==> src/rtl/cpwq_pkg.sv <==
// Types and codes used by the coalescing page work queue core.
package cpwq_pkg;

  typedef enum logic [1:0] {
    OP_SIGNAL  = 2'd0,
    OP_COLLECT = 2'd1,
    OP_FINISH  = 2'd2
  } op_e;

  typedef enum logic [1:0] {
    MK_IDLE   = 2'd0,
    MK_QUEUED = 2'd1,
    MK_DRAIN  = 2'd2,
    MK_DIRTY  = 2'd3
  } mark_e;

  typedef enum logic [3:0] {
    ACT_QUEUED    = 4'd0,
    ACT_DIRTIED   = 4'd1,
    ACT_UNCHANGED = 4'd2,
    ACT_DRAIN     = 4'd3,
    ACT_SKIPPED   = 4'd4,
    ACT_NOTHING   = 4'd5,
    ACT_IDLED     = 4'd6,
    ACT_REQUEUED  = 4'd7,
    ACT_IGNORED   = 4'd8
  } action_e;

  typedef enum logic [2:0] {
    ST_CLEAR,
    ST_IDLE,
    ST_EXEC,
    ST_POP_RD,
    ST_POP_WB
  } state_e;

  typedef struct packed {
    logic [1:0] opcode;
    logic [7:0] page_index;
    logic [5:0] budget;
  } cpwq_in_t;

  typedef struct packed {
    logic [7:0] page_id;
    logic [3:0] action;
    logic [5:0] processed;
    logic [8:0] pending_total;
    logic       last;
  } cpwq_out_t;

endpackage

==> src/rtl/cpwq_ram.sv <==
// Single-port-write, registered-read memory used for page marks and links.
module cpwq_ram #(
  parameter int WIDTH = 2,
  parameter int DEPTH = 256,
  parameter int AW    = $clog2(DEPTH)
) (
  input  logic             clk_i,
  input  logic             we_i,
  input  logic [AW-1:0]    waddr_i,
  input  logic [WIDTH-1:0] wdata_i,
  input  logic [AW-1:0]    raddr_i,
  output logic [WIDTH-1:0] rdata_o
);

  logic [WIDTH-1:0] mem [DEPTH];

  always_ff @(posedge clk_i) begin
    if (we_i) begin
      mem[waddr_i] <= wdata_i;
    end
  end

  always_ff @(posedge clk_i) begin
    rdata_o <= mem[raddr_i];
  end

endmodule

==> src/rtl/coalescing_page_work_queue_core.sv <==
// Coalescing page work queue: page marks and LIFO links kept in synchronous memories.
// Results: a signal or finish is strobed from the execute state, an empty collect from the
//   pop-read state, both through a result register. One item at a time, busy until done;
//   signal/finish read the mark, then modify and write back; a collect pops pages one by
//   one, each pop a read of mark and link memories, then a write-back of a queued mark.
// Reset: stack and carry heads go null, count to zero; then a clearing pass over every page
//   writes every mark idle, with busy held high. Results cannot be stalled by the receiver.
module coalescing_page_work_queue_core #(
  parameter int PAGES      = 256,
  parameter int MAX_BUDGET = 32
) (
  input  logic               clk_i,
  input  logic               rst_ni,
  input  logic               start,
  output logic               busy,
  input  cpwq_pkg::cpwq_in_t item_i,
  output logic               strobe_o,
  output cpwq_pkg::cpwq_out_t result_o
);

  import cpwq_pkg::*;

  // AW indexes a page, LW also holds the null link (value PAGES).
  localparam int AW = $clog2(PAGES);
  localparam int LW = $clog2(PAGES + 1);
  localparam int PW = $clog2(PAGES + 1);
  localparam int BW = $clog2(MAX_BUDGET + 1);
  localparam logic [LW-1:0] NIL      = LW'(PAGES);
  localparam logic [AW-1:0] LAST_PG  = AW'(PAGES - 1);

  state_e state_q, state_d;

  logic [1:0]    op_q, op_d;
  logic [7:0]    pg_q, pg_d;
  logic [BW-1:0] budget_q, budget_d;
  logic [BW-1:0] cnt_q, cnt_d;
  logic [LW-1:0] stack_q, stack_d;
  logic [LW-1:0] carry_q, carry_d;
  logic [PW-1:0] pend_q, pend_d;
  logic [AW-1:0] clr_q, clr_d;
  logic          strobe_q, strobe_d;
  cpwq_out_t     res_q, res_d;

  // memory ports
  logic          mark_we;
  logic [AW-1:0] mark_waddr;
  logic [1:0]    mark_wdata;
  logic [1:0]    mark_rdata;
  logic          link_we;
  logic [LW-1:0] link_rdata;
  logic [AW-1:0] rd_addr;

  // status used by next-state and datapath logic
  logic          lists_empty;
  logic          pop_last;
  logic [LW-1:0] link_next;
  logic [BW-1:0] cnt_inc;
  logic          pg_ok;
  logic [7:0]    budget_in;

  cpwq_ram #(
    .WIDTH(2),
    .DEPTH(PAGES),
    .AW   (AW)
  ) u_mark_ram (
    .clk_i  (clk_i),
    .we_i   (mark_we),
    .waddr_i(mark_waddr),
    .wdata_i(mark_wdata),
    .raddr_i(rd_addr),
    .rdata_o(mark_rdata)
  );

  cpwq_ram #(
    .WIDTH(LW),
    .DEPTH(PAGES),
    .AW   (AW)
  ) u_link_ram (
    .clk_i  (clk_i),
    .we_i   (link_we),
    .waddr_i(AW'(pg_q)),
    .wdata_i(stack_q),
    .raddr_i(rd_addr),
    .rdata_o(link_rdata)
  );

  // Status -----------------------------------------------------------------
  always_comb begin
    lists_empty = (carry_q == NIL) && (stack_q == NIL);
    // links are only read after being written; clamp keeps junk off the head
    link_next   = (link_rdata > NIL) ? NIL : link_rdata;
    cnt_inc     = cnt_q + BW'(1);
    // stack is already null here if this collect swapped it in
    pop_last    = (cnt_inc == budget_q) || ((link_next == NIL) && (stack_q == NIL));
    pg_ok       = (32'(pg_q) < 32'(PAGES));
    budget_in   = 8'(item_i.budget);
  end

  // Next state -------------------------------------------------------------
  always_comb begin
    state_d = state_q;
    case (state_q)
      ST_CLEAR: begin
        if (clr_q == LAST_PG) state_d = ST_IDLE;
      end
      ST_IDLE: begin
        if (start) begin
          state_d = (item_i.opcode == OP_COLLECT) ? ST_POP_RD : ST_EXEC;
        end
      end
      ST_EXEC: state_d = ST_IDLE;
      ST_POP_RD: begin
        state_d = (lists_empty || (budget_q == '0)) ? ST_IDLE : ST_POP_WB;
      end
      ST_POP_WB: begin
        state_d = pop_last ? ST_IDLE : ST_POP_RD;
      end
      default: state_d = ST_IDLE;
    endcase
  end

  // Datapath and outputs ---------------------------------------------------
  always_comb begin
    op_d       = op_q;
    pg_d       = pg_q;
    budget_d   = budget_q;
    cnt_d      = cnt_q;
    stack_d    = stack_q;
    carry_d    = carry_q;
    pend_d     = pend_q;
    clr_d      = clr_q;
    strobe_d   = 1'b0;
    res_d      = res_q;
    mark_we    = 1'b0;
    mark_waddr = AW'(pg_q);
    mark_wdata = MK_IDLE;
    link_we    = 1'b0;
    rd_addr    = AW'(pg_q);

    case (state_q)
      ST_CLEAR: begin
        mark_we    = 1'b1;
        mark_waddr = clr_q;
        mark_wdata = MK_IDLE;
        clr_d      = clr_q + AW'(1);
      end

      ST_IDLE: begin
        rd_addr = AW'(item_i.page_index);
        if (start) begin
          op_d     = item_i.opcode;
          pg_d     = item_i.page_index;
          budget_d = (32'(budget_in) > 32'(MAX_BUDGET)) ? BW'(MAX_BUDGET)
                                                        : BW'(item_i.budget);
          cnt_d    = '0;
        end
      end

      // mark of pg_q arrived: modify and write back
      ST_EXEC: begin
        res_d.page_id   = pg_q;
        res_d.processed = '0;
        res_d.last      = 1'b1;
        strobe_d        = 1'b1;
        case (op_q)
          OP_SIGNAL: begin
            res_d.action = ACT_UNCHANGED;
            if (pg_ok && (mark_rdata == MK_IDLE)) begin
              mark_we      = 1'b1;
              mark_wdata   = MK_QUEUED;
              link_we      = 1'b1;
              stack_d      = LW'(pg_q);
              pend_d       = pend_q + PW'(1);
              res_d.action = ACT_QUEUED;
            end else if (pg_ok && (mark_rdata == MK_DRAIN)) begin
              mark_we      = 1'b1;
              mark_wdata   = MK_DIRTY;
              res_d.action = ACT_DIRTIED;
            end
          end
          OP_FINISH: begin
            res_d.action = ACT_IGNORED;
            if (pg_ok && (mark_rdata == MK_DRAIN)) begin
              mark_we      = 1'b1;
              mark_wdata   = MK_IDLE;
              res_d.action = ACT_IDLED;
            end else if (pg_ok && (mark_rdata == MK_DIRTY)) begin
              mark_we      = 1'b1;
              mark_wdata   = MK_QUEUED;
              link_we      = 1'b1;
              stack_d      = LW'(pg_q);
              pend_d       = pend_q + PW'(1);
              res_d.action = ACT_REQUEUED;
            end
          end
          default: begin
            res_d.page_id = '0;
            res_d.action  = ACT_NOTHING;
          end
        endcase
        res_d.pending_total = 9'(pend_d);
      end

      // pick the head to pop; swap the stack in when the carry list is empty
      ST_POP_RD: begin
        if (lists_empty || (budget_q == '0)) begin
          res_d.page_id       = '0;
          res_d.action        = ACT_NOTHING;
          res_d.processed     = '0;
          res_d.pending_total = 9'(pend_q);
          res_d.last          = 1'b1;
          strobe_d            = 1'b1;
        end else if (carry_q == NIL) begin
          carry_d = stack_q;
          stack_d = NIL;
          rd_addr = AW'(stack_q);
        end else begin
          rd_addr = AW'(carry_q);
        end
      end

      // mark and link of the head arrived
      ST_POP_WB: begin
        carry_d    = link_next;
        pend_d     = (pend_q != '0) ? pend_q - PW'(1) : pend_q;
        cnt_d      = cnt_inc;
        mark_waddr = AW'(carry_q);
        if (mark_rdata == MK_QUEUED) begin
          mark_we      = 1'b1;
          mark_wdata   = MK_DRAIN;
          res_d.action = ACT_DRAIN;
        end else begin
          res_d.action = ACT_SKIPPED;
        end
        res_d.page_id       = 8'(carry_q);
        res_d.processed     = 6'(cnt_inc);
        res_d.pending_total = 9'(pend_d);
        res_d.last          = pop_last;
        strobe_d            = 1'b1;
      end

      default: ;
    endcase
  end

  // Registers --------------------------------------------------------------
  always_ff @(posedge clk_i or negedge rst_ni) begin
    if (!rst_ni) begin
      state_q  <= ST_CLEAR;
      stack_q  <= NIL;
      carry_q  <= NIL;
      pend_q   <= '0;
      clr_q    <= '0;
      strobe_q <= 1'b0;
      cnt_q    <= '0;
    end else begin
      state_q  <= state_d;
      stack_q  <= stack_d;
      carry_q  <= carry_d;
      pend_q   <= pend_d;
      clr_q    <= clr_d;
      strobe_q <= strobe_d;
      cnt_q    <= cnt_d;
    end
  end

  always_ff @(posedge clk_i) begin
    op_q     <= op_d;
    pg_q     <= pg_d;
    budget_q <= budget_d;
    res_q    <= res_d;
  end

  assign busy     = (state_q != ST_IDLE);
  assign strobe_o = strobe_q;
  assign result_o = res_q;

  // Assertions -------------------------------------------------------------
  a_pend_range: assert property (@(posedge clk_i) disable iff (!rst_ni)
    32'(pend_q) <= 32'(PAGES))
    else $error("pending count exceeds page count");

  a_empty_match: assert property (@(posedge clk_i) disable iff (!rst_ni)
    (pend_q == '0) == ((stack_q == NIL) && (carry_q == NIL)))
    else $error("pending count disagrees with list heads");

  a_collect_cont: assert property (@(posedge clk_i) disable iff (!rst_ni)
    (strobe_q && !res_q.last) |-> ##2 strobe_q)
    else $error("collect stopped without a final item");

  a_clear_quiet: assert property (@(posedge clk_i) disable iff (!rst_ni)
    (state_q == ST_CLEAR) |=> !strobe_q)
    else $error("result strobed during clearing pass");

endmodule
==> config.mk <==
export PLATFORM = sky130hd
export DESIGN_NAME = coalescing_page_work_queue_core
export DESIGN_NICKNAME = d
export VERILOG_FILES = /design/src/rtl/cpwq_pkg.sv /design/src/rtl/cpwq_ram.sv /design/src/rtl/coalescing_page_work_queue_core.sv
export SDC_FILE = /design/constraint.sdc
export NUM_CORES = 2
export LEC_CHECK = 0
export BUFFER_PORTS_ARGS = -buffer_cell sky130_fd_sc_hd__buf_2
export CAP_MARGIN = 20
export CORE_MARGIN = 5
export CORE_UTILIZATION = 58
export CTS_CLUSTER_DIAMETER = 100
export CTS_CLUSTER_SIZE = 14
export DETAILED_ROUTE_END_ITERATION = 8
export MAX_ROUTING_LAYER = met4
export PLACE_DENSITY = 0.84
export SLEW_MARGIN = 0
export SYNTH_ARGS = -nofsm -noshare
export SYNTH_HDL_FRONTEND = slang
export SYNTH_HIERARCHICAL = 1
export SYNTH_SLANG_ARGS = --single-unit
==> constraint.sdc <==
create_clock -name clk_i -period 16.4 [get_ports clk_i]
set_input_delay 2.46 -clock clk_i [delete_from_list [all_inputs] [get_ports clk_i]]
set_output_delay 2.46 -clock clk_i [all_outputs]
set_load 0.05 [all_outputs]
## After elaboration in Yosys (flattened, before gate mapping)

Memory sizes are Yosys's and may differ from the RTL's. A register that Yosys moved wholly into a read port is not among the register bits.
Index checks and enable logic that the tools add are counted.

- Bits in registers: 89
- Bits in latches: 0
- RAM bits: 2816
- ROM bits: 0
- Input bits: 19
- Output and inout port bits: 30
- Logic and storage cells: 131
- Memories: 2

- $add $sub $neg: 4
- $mul: 0
- Divide/modulo/power cells: 0
- Order comparisons: 2
- Eq/ne operators: 24
- Shifts and indexed selects: 0
- Mux-type cells: 62
- Bitwise logic cells: 0
- Reductions and logical operators: 22

Memories:

| name | words | width | read ports | clocked after memory_dff | write ports | line | source |
|---|---|---|---|---|---|---|---|
| u_link_ram.mem | 256 | 9 | 1 | 1 | 1 | cpwq_ram.sv:15 | `logic [WIDTH-1:0] mem [DEPTH];` |
| u_mark_ram.mem | 256 | 2 | 1 | 1 | 1 | cpwq_ram.sv:15 |  |

Operator list:

| operator | count |
|---|---|
| 9-bit 2-to-1 mux | 12 |
| 9-bit one-hot mux with 2 select lines | 5 |
| 28-bit one-hot mux with 3 select lines | 1 |
| 8-bit one-hot mux with 2 select lines | 2 |
| 28-bit 2-to-1 mux | 1 |
| 9-bit equality test, second input constant | 3 |
| 8-bit 2-to-1 mux | 3 |
| 1-bit 2-to-1 mux | 16 |
| 2-bit 2-to-1 mux | 6 |
| 3-bit 2-to-1 mux | 4 |
| 3-bit inequality test, second input constant | 4 |
| 3-bit one-hot mux with 4 select lines | 1 |
| 6-bit one-hot mux with 2 select lines | 1 |
| 2-bit inequality test, second input constant | 5 |
| 9-bit by 1-bit adder with 9-bit output, second input constant | 1 |
| 9-bit greater-than comparator, second input constant | 1 |
| 9-bit nonzero test | 1 |
| 9-bit by 1-bit subtractor with 9-bit output, second input constant | 1 |
| 8-bit by 1-bit adder with 8-bit output, second input constant | 1 |
| 8-bit equality test, second input constant | 1 |
| 4-bit 2-to-1 mux | 2 |
| 2-bit one-hot mux with 2 select lines | 2 |
| 4-bit one-hot mux with 2 select lines | 1 |
| 2-bit AND reduction | 4 |
| 22 further kinds | 35 |

## Depth between registers and ports, before layout

- Word-level depth: 7
- Mapped depth: 18
- Gate-level depth less buffers: 11

## By module

The synthesis kept the hierarchy.

Modules (own cells, without submodules):

| module | instances | cells an instance | area an instance (µm²) | seq. area each (µm²) |
|---|---|---|---|---|
| cpwq_ram at u_link_ram | 1 | 4237 | 89278.1 | 69366.5 |
| cpwq_ram at u_mark_ram | 1 | 1242 | 21381.8 | 15414.8 |
| coalescing_page_work_queue_core | 1 | 452 | 4636.9 | 2449.8 |

## Worst setup path before layout

No wires, ideal clock.

- Kind: flip-flop to flip-flop
- Start: register state_q[2]
- End: memory u_mark_ram.mem[0][1], data pin
- Setup time: 2187 ps
- Arrival: 11065 ps
- Data required time: 14213 ps
- Path slack: 3148 ps
- Cell stages (with the launch flop): 6
- Path buffers: 3
- Period minus slack after synthesis: 13252 ps
- Cell sequence: dfrtp_1 -> buf_4 -> or3b_1 -> buf_2 -> buf_4 -> o21ai_0

- Longest elaborated chain between the ends: 2
- Elaborated cells on any way between the ends: 3
- Classes of those cells: eq/ne: 2; mux: 1

Ends and longest elaborated chain:

| what | line | source |
|---|---|---|
| start: declaration | coalescing_page_work_queue_core.sv:31 | `state_e state_q, state_d;` |
| start signal: assignment | coalescing_page_work_queue_core.sv:257 | `state_q <= state_d;` |
| 3-bit equality test / 3-bit by 2-bit equality test with 1-bit output (equally long branches) | coalescing_page_work_queue_core.sv:140 | `case (state_q)` |
| 2-bit one-hot mux with 2 select lines (*) | coalescing_page_work_queue_core.sv:140 |  |
| named net mark_wdata[1] | coalescing_page_work_queue_core.sv:47 | `logic [1:0] mark_wdata;` |
| end: declaration | cpwq_ram.sv:15 |  |

Mark *: on every way through the listed nets, which the timed path passes. The rest lies on a longest branch.

## Final worst setup path

- Start: register stack_q[8]
- End: register u_link_ram.rdata_o[7] (read register of u_link_ram.mem)

- Longest elaborated chain between the ends: 5

Ends and longest elaborated chain:

| what | line | source |
|---|---|---|
| start: declaration | coalescing_page_work_queue_core.sv:37 | `logic [LW-1:0] stack_q, stack_d;` |
| start signal: assignment | coalescing_page_work_queue_core.sv:258 | `stack_q <= stack_d;` |
| 9-bit equality test | coalescing_page_work_queue_core.sv:89 | `lists_empty = (carry_q == NIL) && (stack_q == NIL);` |
| 1-bit logical AND | coalescing_page_work_queue_core.sv:89 |  |
| 1-bit logical OR | coalescing_page_work_queue_core.sv:206 | `if (lists_empty \|\| (budget_q == '0)) begin` |
| 8-bit 2-to-1 mux | coalescing_page_work_queue_core.sv:206 |  |
| 8-bit one-hot mux with 2 select lines | coalescing_page_work_queue_core.sv:140 |  |
| named net rd_addr[0] | coalescing_page_work_queue_core.sv:51 | `logic [AW-1:0] rd_addr;` |
| end: declaration | cpwq_ram.sv:12 | `output logic [WIDTH-1:0] rdata_o` |

The timed path passes the listed nets, and every way through them passes these cells.
A chain may end at the register's enable or synchronous reset.

==> results.json <==
{
  "ys_types": 94,
  "yosys.area.top_type": "edfxtp_1",
  "r2r_start": "stack_q[8]$_DFFE_PN1P_",
  "yosys_warnings": 6,
  "slew_headroom_pct": 8.539,
  "start_util_pct": 58.34,
  "grt-ovfl-total": 0,
  "synth_top_area_share_pct": 74.49,
  "ctsResizeCount": 0,
  "synth-seq-cells": 2916,
  "worstHoldStart": "clr_q[6]$_DFFE_PN0N_",
  "pin_count": 49,
  "hold_buffers": 0,
  "end_kind": "flip-flop",
  "htreeDepth": 4,
  "vias": 63395,
  "antenna_found_initial": 9,
  "cp-startpoint": "stack_q[8]$_DFFE_PN1P_",
  "synth_seq_area_share_pct": 75.66,
  "grt_pass1_wl_mm": 435.4,
  "area_growth_pct": 7.870,
  "cp.arrival_ns": 8.28,
  "rows": 163,
  "tightestPinTransition_ns": 1.367,
  "cts_tree": "built",
  "powerDensity_mw_per_mm2": 188.6,
  "synthTopCellsByCount": "edfxtp_1 (2860), nor2_1 (602), mux4_2 (549)",
  "drt_iter0_drc": 11472,
  "yosys_most_used_dff": "edfxtp_1",
  "finalSetupViolCount": 0,
  "hp-class": "flip-flop to flip-flop",
  "clock-sinks": 2916,
  "max_freq_mhz": 132.1,
  "avgViaCountPerCell": 7.287,
  "worstSetupPathType": "flip-flop to flip-flop",
  "violations": "design-rule violations",
  "tns_ns": 0,
  "skew_ns": 0.05556,
  "die_area_mm2": 0.2078,
  "ir_drop_v": 0.0002138,
  "netlist_area_mm2": 0.1153,
  "drc": 3,
  "postCtsSetupBuffers": 0,
  "die_width_um": 455.9,
  "numCtsBuffers": 226,
  "clock_latency_ns": 0.89,
  "drv_slew": 0,
  "synth-async-reset-ratio_pct": 1.543,
  "track_usage_pct": 29.48,
  "hold_viol": 0,
  "p_leak_nw": 38.05,
  "fin_nets": 6010,
  "drive_gt1_share_pct": 17.86,
  "die-height_um": 455.9,
  "cts_root_buf": "clkbuf_16",
  "cap_violations": 0,
  "dpl.hpwl_mm": 170.0,
  "period_needed_ns": 7.572,
  "syn_area_per_cell_um2": 19.44,
  "firstDrtPassIters": 9,
  "status": "complete, but fails checks",
  "synth_edf_count": 2860,
  "worst-path-max-fanout": 81,
  "required_ns": 17.11,
  "routed_wl_mm": 305.6,
  "core_area_mm2": 0.1976,
  "placed_area_mm2": 0.1179,
  "wl_per_cell_um": 35.12,
  "netlist_instances": 5931,
  "place.gp.congestion": 0.9102,
  "period_share_pct": 46.17,
  "antenna_left": 0,
  "design_area_mm2": 0.1244,
  "clk_pin_slew_ns": 0.07,
  "synth_nets": 5954,
  "clockBufferDepth": 3,
  "yosys.cell_count.top_type": "edfxtp_1",
  "grt_pass1_vias": 62357,
  "grt_max_degree": 257,
  "rsz0062_at_grt": "false",
  "io_buffers": 48,
  "worstSetupStartpointType": "flip-flop",
  "synthTopCellsByArea": "edfxtp_1 (74%), mux4_2 (11%), mux2i_1 (2.1%), nor2_1 (2.0%), a22oi_1 (1.2%)"
}
[path summary, 6_finish.rpt]
check	slack (ns)	to	cells past startpoint
worst max-delay path	8.83	u_link_ram/rdata_o[7]$_DFF_P_	12
worst min-delay path	0.51	clr_q[6]$_DFFE_PN0N_	1
worst max register to register	8.83	u_link_ram/rdata_o[7]$_DFF_P_	12
worst min register to register	0.51	clr_q[6]$_DFFE_PN0N_	1
max in group asynchronous	14.22	stack_q[5]$_DFFE_PN0P_	2
min in group asynchronous	1.66	cnt_q[5]$_DFFE_PN0P_	2
[registers in the layout, summed over array words and instances (netlist names)]
signal and cells:
u_link_ram/rdata_o 9, carry_q 9, u_mark_ram/rdata_o 2, cnt_q 6, state_q 3, u_mark_ram/mem 512, stack_q 9, strobe_o 1
result_o 28, u_link_ram/mem 2304, op_q 2, pend_q 9, budget_q 6, clr_q 8, pg_q 8
[stage by stage]
step / utilization, % / total power [mW] / hold slack (ns) / setup slack, ns / std cells
after floorplan: - / 15.48 / 0.4290 / 3.148 / 5931
after global placement: 59.56 / 17.86 / 0.4876 / 8.715 / 8360
after detailed placement: 59.66 / 18.10 / 0.5023 / 8.691 / 8375
after CTS: 62.78 / 23.11 / 0.5133 / 9.023 / 8667
after global routing: 62.93 / 24.04 / 0.5342 / 8.513 / 8697
final: 62.93 / 23.46 / 0.5125 / 8.828 / 8700
[report_power, final]
group	total [mW]	internal, mW	leakage (nW)	switching [mW]
sequential	9.15	8.85	26.7	0.296
clock	4.99	2.51	2.98	2.48
combinational	9.32	3.31	8.36	6.01
[cells in the final DEF (no fill, tap or decap), drive strengths merged, types with 47 or more instances in the layout]
cell type  instances
edfxtp          2860
nor2             602
mux4             578
clkbuf           284
mux2i            247
buf              198
a22oi            178
a21oi            137
nand2            117
o21ai             96
nand3             89
o22ai             73
o221ai            52
nor2b             47
[metal layers]
metal,wire [um],vias to the layer above,global-route usage [%]
li1,-,24255,-
met5,0,-,-
met4,18940,0,13.76
met2,142700,6216,44.07
met1,96050,31660,37.50
met3,47860,1264,9.088
[critical path: stages, from the launching register on]
cell	delay (ns)
dfstp_4	1.14
nand4b_1	0.34
o2111ai_1	0.69
nand3_1	0.18
o211ai_1	0.23
buf_4	0.89
buf_4	0.65
buf_4	0.81
mux4_2	0.64
a22oi_1	0.26
a21oi_1	0.19
nor4_1	1.09
nor3_1	0.20
[cell type report]
cell class | instances | area, um2
Timing Repair Buffer | 203 | 1718
Fill cell | 12057 | 73250
Multi-Input combinational cell | 2623 | 25830
Tap cell | 2640 | 3303
Clock inverter | 13 | 246.5
Inverter | 17 | 63.81
Sequential cell | 2916 | 87260
Clock buffer | 279 | 5918
Antenna cell | 9 | 22.52
[logic make-up after synthesis]
kind of cell / share of synthesized area [%]
xor gates and xnor gates: 0.2105
buffers and inverters: 2.041
DFF: 75.66
AOI/OAI and AO/OA: 4.327
adders and majority gates: 0.04341
and+or+nand+nor: 3.898
muxes: 13.82
Note: power is estimated with default switching activity, not from simulation.
